File: src/dwml_pkg.sv
// Package: shared types, constants and the sequencer microcode for the depth window locator.
`timescale 1ns / 1ps
`default_nettype none
package dwml_pkg;

  // Item kinds on the input channel.
  typedef enum logic [1:0] {
    KIND_COEFF  = 2'd0,
    KIND_CIRCLE = 2'd1,
    KIND_PIXEL  = 2'd2
  } kind_t;

  // Configuration register indexes.
  typedef enum logic [2:0] {
    CFG_FX_INV = 3'd0,
    CFG_FY_INV = 3'd1,
    CFG_PX     = 3'd2,
    CFG_PY     = 3'd3,
    CFG_MOTION = 3'd4,
    CFG_RANGE  = 3'd5
  } cfg_idx_t;

  localparam int CFG_IDX_W  = 3;
  localparam int CFG_DATA_W = 24;
  localparam int TBL_DEPTH  = 12;
  localparam int TBL_IDX_W  = 4;
  localparam int COEFF_W    = 32;
  localparam int WORLD_W    = 20;
  localparam int CAM_W      = 32;
  localparam int OPW        = 33;
  localparam int PRODW      = 66;
  localparam int ACCW       = 67;
  localparam int P1W        = 42;
  localparam int PIX_W      = 15;
  localparam int STEP_W     = 6;
  localparam logic [STEP_W-1:0] CAM_STEPS = 6'd14;
  localparam logic [STEP_W-1:0] LAST_STEP = 6'd37;

  localparam logic [23:0] RST_FX_INV = 24'd27962;
  localparam logic [23:0] RST_FY_INV = 24'd27962;
  localparam logic [15:0] RST_PX     = 16'd10240;
  localparam logic [15:0] RST_PY     = 16'd5760;
  localparam logic [15:0] RST_MOTION = 16'd10;
  localparam logic [15:0] RST_RANGE  = 16'd3000;

  typedef enum logic [2:0] {A_DX, A_DY, A_LO, A_HI, A_TBL} a_sel_t;
  typedef enum logic [2:0] {B_FX, B_FY, B_Z, B_CX, B_CY, B_CZ} b_sel_t;
  typedef enum logic [2:0] {ACC_NONE, ACC_CLR, ACC_LOAD, ACC_ADD, ACC_ADD_SH} acc_op_t;
  typedef enum logic [1:0] {RND_NONE, RND_CX, RND_CY, RND_W} rnd_op_t;
  typedef enum logic [1:0] {ST_IDLE, ST_RUN, ST_DONE} ctrl_st_t;

  typedef struct packed {
    a_sel_t                 a_sel;
    b_sel_t                 b_sel;
    logic                   mul_en;
    logic                   p1_ld;
    acc_op_t                acc_op;
    logic                   abs_en;
    rnd_op_t                rnd_op;
    logic [TBL_IDX_W-1:0]   tbl_idx;
    logic [1:0]             row;
  } ucmd_t;

  typedef struct packed {
    logic  accept;
    logic  finish;
    ucmd_t op;
  } dp_cmd_t;

  typedef struct packed {
    logic go;
    logic out_free;
  } dp_sts_t;

  localparam ucmd_t UCMD_NOP = '{a_sel: A_DX, b_sel: B_FX, mul_en: 1'b0, p1_ld: 1'b0,
                                 acc_op: ACC_NONE, abs_en: 1'b0, rnd_op: RND_NONE,
                                 tbl_idx: '0, row: '0};

  // Microcode: two camera axes of seven steps, then three world rows of eight steps.
  function automatic ucmd_t ucode(logic [STEP_W-1:0] step);
    ucmd_t              c;
    logic               ax;
    logic [2:0]         s;
    logic [STEP_W-1:0]  w;
    logic [1:0]         r;
    logic [TBL_IDX_W-1:0] base;
    c    = UCMD_NOP;
    ax   = 1'b0;
    s    = 3'd0;
    w    = '0;
    r    = 2'd0;
    base = '0;
    if (step < CAM_STEPS) begin
      ax = (step >= 6'd7);
      s  = ax ? 3'(step - 6'd7) : 3'(step);
      case (s)
        3'd0: begin
          c.a_sel  = ax ? A_DY : A_DX;
          c.b_sel  = ax ? B_FY : B_FX;
          c.mul_en = 1'b1;
        end
        3'd1: c.p1_ld = 1'b1;
        3'd2: begin
          c.a_sel = A_LO; c.b_sel = B_Z; c.mul_en = 1'b1; c.acc_op = ACC_CLR;
        end
        3'd3: begin
          c.a_sel = A_HI; c.b_sel = B_Z; c.mul_en = 1'b1; c.acc_op = ACC_ADD;
        end
        3'd4: c.acc_op = ACC_ADD_SH;
        3'd5: c.abs_en = 1'b1;
        3'd6: c.rnd_op = ax ? RND_CY : RND_CX;
        default: c = UCMD_NOP;
      endcase
    end else begin
      w    = step - CAM_STEPS;
      s    = w[2:0];
      r    = w[4:3];
      base = {r, 2'b00};
      c.row = r;
      case (s)
        3'd0: c.tbl_idx = base + 4'd3;
        3'd1: begin
          c.acc_op = ACC_LOAD; c.tbl_idx = base;
        end
        3'd2: begin
          c.a_sel = A_TBL; c.b_sel = B_CX; c.mul_en = 1'b1; c.tbl_idx = base + 4'd1;
        end
        3'd3: begin
          c.a_sel = A_TBL; c.b_sel = B_CY; c.mul_en = 1'b1; c.tbl_idx = base + 4'd2;
          c.acc_op = ACC_ADD;
        end
        3'd4: begin
          c.a_sel = A_TBL; c.b_sel = B_CZ; c.mul_en = 1'b1; c.acc_op = ACC_ADD;
        end
        3'd5: c.acc_op = ACC_ADD;
        3'd6: c.abs_en = 1'b1;
        3'd7: c.rnd_op = RND_W;
        default: c = UCMD_NOP;
      endcase
    end
    return c;
  endfunction

endpackage
`default_nettype wire

File: src/dwml_ctrl.sv
// Controller: accepts items and steps the frame-end sequencer through its microcode.
`timescale 1ns / 1ps
`default_nettype none
module dwml_ctrl (
  input  wire logic              clk,
  input  wire logic              rst_n,
  input  wire logic              in_valid,
  output logic                   in_ready,
  input  wire dwml_pkg::dp_sts_t sts,
  output dwml_pkg::dp_cmd_t      cmd
);

  dwml_pkg::ctrl_st_t                 st_r, st_nxt;
  logic [dwml_pkg::STEP_W-1:0]        step_r, step_nxt;
  logic                               accept;

  assign in_ready = (st_r == dwml_pkg::ST_IDLE);
  assign accept   = in_valid && in_ready;

  // Next state and step count.
  always_comb begin
    st_nxt   = st_r;
    step_nxt = step_r;
    case (st_r)
      dwml_pkg::ST_IDLE: begin
        if (accept && sts.go) begin
          st_nxt   = dwml_pkg::ST_RUN;
          step_nxt = '0;
        end
      end
      dwml_pkg::ST_RUN: begin
        if (step_r == dwml_pkg::LAST_STEP) begin
          st_nxt = dwml_pkg::ST_DONE;
        end else begin
          step_nxt = step_r + 1'b1;
        end
      end
      dwml_pkg::ST_DONE: begin
        if (sts.out_free) begin
          st_nxt = dwml_pkg::ST_IDLE;
        end
      end
      default: st_nxt = dwml_pkg::ST_IDLE;
    endcase
  end

  // Commands to the datapath.
  always_comb begin
    cmd.accept = accept;
    cmd.finish = 1'b0;
    cmd.op     = dwml_pkg::UCMD_NOP;
    case (st_r)
      dwml_pkg::ST_IDLE: cmd.op = dwml_pkg::UCMD_NOP;
      dwml_pkg::ST_RUN:  cmd.op = dwml_pkg::ucode(step_r);
      dwml_pkg::ST_DONE: cmd.finish = sts.out_free;
      default:           cmd.op = dwml_pkg::UCMD_NOP;
    endcase
  end

  always_ff @(posedge clk) begin
    if (!rst_n) begin
      st_r   <= dwml_pkg::ST_IDLE;
      step_r <= '0;
    end else begin
      st_r   <= st_nxt;
      step_r <= step_nxt;
    end
  end

  // The sequencer never runs past its last microcode step.
  a_step_range: assert property (@(posedge clk) disable iff (!rst_n)
    st_r == dwml_pkg::ST_RUN |-> step_r <= dwml_pkg::LAST_STEP)
    else $error("sequencer step out of range");

  // A qualifying last pixel starts the sequencer at its first step.
  a_start: assert property (@(posedge clk) disable iff (!rst_n)
    accept && sts.go |=> st_r == dwml_pkg::ST_RUN && step_r == '0)
    else $error("frame end did not start the sequencer");

  // The last step always hands over to the result stage.
  a_end: assert property (@(posedge clk) disable iff (!rst_n)
    st_r == dwml_pkg::ST_RUN && step_r == dwml_pkg::LAST_STEP |=> st_r == dwml_pkg::ST_DONE)
    else $error("sequencer did not reach result stage");

endmodule
`default_nettype wire

File: config.mk
export PLATFORM = sky130hd
export DESIGN_NAME = dwml_ctrl
export DESIGN_NICKNAME = d
export VERILOG_FILES = /design/src/dwml_pkg.sv /design/src/dwml_ctrl.sv
export SDC_FILE = /design/constraint.sdc
export NUM_CORES = 1
export LEC_CHECK = 0
export BUFFER_PORTS_ARGS = -buffer_cell sky130_fd_sc_hd__buf_2
export CAP_MARGIN = 20
export CORE_MARGIN = 1
export CORE_UTILIZATION = 55
export CTS_CLUSTER_DIAMETER = 60
export CTS_CLUSTER_SIZE = 25
export DETAILED_ROUTE_END_ITERATION = 12
export PLACE_DENSITY = 0.84
export SYNTH_ARGS = -nofsm -noshare
export SYNTH_HDL_FRONTEND = slang
export SYNTH_SLANG_ARGS = --single-unit
File: constraint.sdc
create_clock -name clk -period 7.85 [get_ports clk]
set_clock_uncertainty 0.1 [all_clocks]
set_input_delay 2.355 -clock clk [delete_from_list [all_inputs] [get_ports clk]]
set_output_delay 2.355 -clock clk [all_outputs]
set_load 0.01 [all_outputs]
# [Yosys cells after proc, flatten, opt, wreduce, memory -nomap -nowiden]
# Index checks and enable logic that the tools add are counted.
[totals] reg_bits=8 in_bits=5 wordCells=62
[op_classes] add_sub_neg=6 magnitude_cmp=2 eq_ne=20 n_mux=23 n_reduce_logical=9
[ops] op="20-bit 2-to-1 mux" count=2
[ops] op="3-bit == test, second input constant" count=7
[ops] op="7-bit case mux with 3 select lines" count=1
[ops] op="6-bit case mux with 3 select lines" count=1
[ops] op="4-bit case mux with 4 select lines" count=1
[ops] op="3-bit by 2-bit == test with 1-bit output, second input constant" count=4
[ops] op="2-bit 2-to-1 mux" count=6
[ops] op="6-bit 2-to-1 mux" count=2
[ops] op="6-bit case mux with 2 select lines" count=1
[ops] op="3-bit case mux with 3 select lines" count=1
[ops] op="4-bit by 2-bit adder with 4-bit output, second input constant" count=2
[ops] op="6-bit by 1-bit adder with 6-bit output, second input constant" count=1
[ops] op="3-bit by 1-bit == test with 1-bit output, second input constant" count=2
[ops] op="6-bit == test, second input constant" count=1
[ops] op="6-bit by 3-bit greater-or-equal comparator with 1-bit output, second input constant" count=1
[ops] op="3-bit logical NOT" count=2
[ops] op="6-bit by 4-bit < comparator with 1-bit output, second input constant" count=1
[ops] op="2-bit inequality test, second input constant" count=3
[ops] op="2-bit case mux with 3 select lines" count=1
[ops] op="3-bit AND reduction" count=2
[ops] op="1-bit 2-to-1 mux" count=5
[ops] op="5-bit by 4-bit subtractor with 5-bit output, second input constant" count=1
[ops] op="4-bit by 1-bit adder with 4-bit output, second input constant" count=1
[ops] op="2-bit case mux with 2 select lines" count=1
[ops] op="9 further kinds" count=10

# [Longest topological paths before layout]
[logic_depth] word_depth=6 mapped_depth=8

# [Worst setup path after synthesis]
# Ideal clock, no wire load.
[synth_timing] kind="input port to output port" start="input in_valid" end="output cmd[21] (netlist name)" arrival_ns=2.599 required_time_ns=5.395 path_slack_ns=2.796 cell_stages=2 n_path_buf=1 cell_sequence="and2_1 > buf_4"
[synth_rtl] item="from (decl)" line="dwml_ctrl.sv:7" text="input wire logic in_valid,"
[synth_rtl] item="to (decl)" line="dwml_ctrl.sv:10" text="output dwml_pkg::dp_cmd_t cmd"

==> flow_metrics.py <==
metrics = {
    "outcome": {
        "failed_checks": "design-rule violations",
        "run_status": "finished with violations",
    },
    "job": {
        "max-cap-violations": 0,
    },
    "critical_path": {
        "reg2reg_from": "step_r[1]$_SDFFE_PN0P_",
        "timing.critical_path.fanout_max": 3,
        "worst-setup-path-type": "primary input to output port",
        "rr_worst_depth": 6,
        "setup.worst_path.start_class": "primary input",
        "most_repeated_library_cell_on_the_critical_path": "buf_2",
        "cp-endpoint": "cmd[21]",
        "worst_r2r_endpoint": "step_r[5]$_SDFFE_PN0P_",
        "worst_ep_arrival_time_ns": 2.72,
        "timing.critical_path.required_ns": 5.39,
        "worst_path_largest_cell_delay_ns": 0.13,
        "critPathSlowestCell": "buf_2",
        "path_cells": "buf_2, and2_1, buf_2",
        "setup.reg_to_reg.worst_slack_ns": 5.51,
        "startpoint": "in_valid",
        "critPathCaptureType": "output port",
    },
    "floorplan": {
        "die_area_um2": 1880,
        "floorplan.die.width_um": 43.4,
        "die_height_um": 43.4,
        "io_pins": 28,
        "core_area_um2": 1560,
        "core.rowCount": 14,
        "starting_utilization_of_the_core_area_pct": 60.4,
    },
    "global_routing": {
        "grt_first_pass_wirelength_mm": 3.76,
        "initial_antenna_violation_count": 0,
        "maximum_number_of_pins_on_one_net_before_global_route_repair": 15,
        "number_of_global_route_vias_before_repair": 882,
        "grt.overflow.total": 0,
        "globalRouteTotalUtil_pct": 26.2,
    },
    "power": {
        "internal-power_mw": 0.0672,
        "sequentialPowerShare_pct": 45.7,
        "power.leakage_nw": 0.452,
        "power.net_switching_mw": 0.0294,
        "power_share_of_the_combinational_group_pct": 21.3,
        "worst_ir_drop_vdd_v": 0.0000850,
        "power_frac_clock_pct": 33.0,
        "p_sw_share_pct": 30.4,
        "power.total_mw": 0.0965,
        "power.density_nw_per_um2": 90.2,
    },
    "logic_synthesis": {
        "synth.ff_latch_count": 8,
        "syn_nets": 147,
        "async_flop_share_pct": 0,
        "netlist.area_leader.share_pct": 17.0,
        "synth.avg_cell_area_um2": 6.93,
        "synthCells": 136,
        "synth_area_leader_cell": "dfxtp_1",
        "dominantRegCellSynth": "dfxtp_1",
        "yosysWarnings": 0,
        "synth_sequential_area_ratio_pct": 17.0,
        "yosysUniqueCellTypes": 40,
        "synthTopCellsByArea": "dfxtp_1, ha_1, nor2_1, a21oi_1, nand2_1",
        "syn-cell-area_um2": 942,
        "synth_enable_flop_cells": 0,
    },
    "cells_and_area": {
        "final_design_area_no_fill_um2": 1070,
        "layout.filler_cells": 140,
        "layout.cells.most_common": "buf_2",
        "layout-area-overhead-vs-synth_pct": 13.5,
        "final_core_util_pct": 68.6,
        "post_route_cells_drive_above_1_share_pct": 23.7,
        "antenna_cells_inserted": 0,
        "number_of_nets_in_the_finished_design": 169,
        "most-common-layout-cells": "buf_2, nor2_1, a21oi_1, nand2_1",
    },
    "clock_tree": {
        "cts_made_buffers": 3,
        "clock_tree_root_buffer_cell": "clkbuf_4",
        "ctsLongestPathBuffers": 2,
        "skew_pair_late_insertion_delay_ns": 0.26,
        "cts.repair.resized": 0,
        "clk_pin_slew_ns": 0.06,
        "cts-htree-levels": 1,
        "clock_tree_sinks": 8,
        "total_of_hold_buffers_inserted_after_clock_tree_synthesis": 0,
        "tritoncts": "yes",
        "post-cts-setup-buffer-count": 0,
    },
    "timing": {
        "grt_setup_unrepaired": "no",
        "layout_min_cycle_time_ns": 5.17,
        "timing.setup.tns_ns": 0,
        "setup_viol_count_final": 0,
        "max_freq_mhz": 193,
        "timing.final.ws_setup_ns": 2.68,
        "slew_violations": 0,
        "slew_headroom_pct": 62.7,
        "timing_hold_violations_final": 0,
        "finalCritPeriodShare_pct": 65.9,
        "max_slew.worst_pin.slew_ns": 0.554,
    },
    "placed_design": {
        "placement.cell_area_um2": 1050,
        "finalWeightedCongestion": 0.810,
        "hpwlAfterDp_mm": 1.73,
        "detailedPlace.worstSlack_ns": 2.68,
        "numPortBuffers": 27,
    },
    "detailed_routing": {
        "drt_first_iter_violations": 51,
        "avgViaCountPerCell": 6.13,
        "ant_nets": 0,
        "wl_met1_mm": 1.01,
        "drtPass1Iterations": 8,
        "maxUsedRoutingLayer": "met3",
        "drt_drc_violations_left": 6,
        "detailroute.wirelength.met2_mm": 1.13,
        "vias": 1055,
        "met3RoutedLength_um": 161,
        "wire_per_inst_um": 13.4,
        "postRouteWirelength_mm": 2.30,
    },
    "min_path": {
        "worstHoldPathType": "flop to flop",
    },
}
==> cell type report <==
class	count	area, um2	area share, %
timing repair buffer	28	143	13.3
multi-input combinational	112	706	66.0
tap	16	20.0	1.87
inverter	5	18.8	1.75
sequential	8	160	15.0
clock buffer	3	22.5	2.11
==> flip-flops by register name (all words and copies together) (netlist names) <==
| register | count |
|---|---|
| st_r | 2 |
| step_r | 6 |
==> logic make-up (layout without fill, tap and decap cells) <==
family          Yosys count  after routing  synth area share (%)
simple gates             61             61                  31.9
compound gates           38             38                  27.8
buf+inv                  16             36                  8.10
flops                     8              8                  17.0
fa+ha+maj                 6              6                  7.97
mux                       5              5                  5.44
xor+xnor                  2              2                  1.86
==> metal layers <==
layer	vias to the layer above	track usage, %
met1	482	35.5
met4	0	5.63
met5	-	0
met3	0	6.25
met2	47	42.7
li1	526	-
==> worst max-delay path, delay by kind of cell <==
kind / cells / cell delay (ns)
buf+inv: 2 / 0.24
simple gates: 1 / 0.12
==> power by group through the flow <==
stage | logic [mW] | registers, mW | clock network, mW
6_report | 0.0205 | 0.0442 | 0.0318
5_1_grt | 0.0228 | 0.0444 | 0.0340
4_1_cts | 0.0203 | 0.0440 | 0.0335
3_5_place_dp | 0.0201 | 0.0449 | 0
3_3_place_gp | 0.0197 | 0.0448 | 0
2_1_floorplan | 0.0170 | 0.0430 | 0
==> metrics by stage <==
step           instances  hold slack, ns
2_1_floorplan        136           0.431
3_3_place_gp         169           0.463
3_5_place_dp         169           0.494
4_1_cts              172           0.502
5_1_grt              172           0.541
6_report             172           0.506
==> cell usage after synthesis, types with 2 or more instances <==
master and count:
nand2b_1 4, inv_1 5, xnor2_1 2, nand2_1 11, mux2i_1 4, or3_1 4, ha_1 6, buf_2 4
o31ai_1 2, a311oi_1 2, a21oi_1 14, nor2_1 19, nor2b_1 6, nand3_1 4, o22ai_1 2, dfxtp_1 8
clkbuf_1 4, o21ai_0 8, o32ai_1 2, and2_1 2, nor3_1 4
==> how the worst min path moves through the flow <==
stage | startpoint | end | slack, ns | cells past startpoint
floorplan | step_r[5]$_SDFFE_PN0P_ | step_r[5]$_SDFFE_PN0P_ | 0.43 | 2
global placement | step_r[5]$_SDFFE_PN0P_ | step_r[5]$_SDFFE_PN0P_ | 0.46 | 2
detailed placement | st_r[0]$_SDFFE_PN0P_ | step_r[2]$_SDFFE_PN0P_ | 0.49 | 2
CTS | st_r[0]$_SDFFE_PN0P_ | step_r[2]$_SDFFE_PN0P_ | 0.50 | 2
global route | step_r[5]$_SDFFE_PN0P_ | step_r[5]$_SDFFE_PN0P_ | 0.54 | 2
finish | st_r[0]$_SDFFE_PN0P_ | step_r[2]$_SDFFE_PN0P_ | 0.51 | 2
Power figures use the tool's default switching activity.
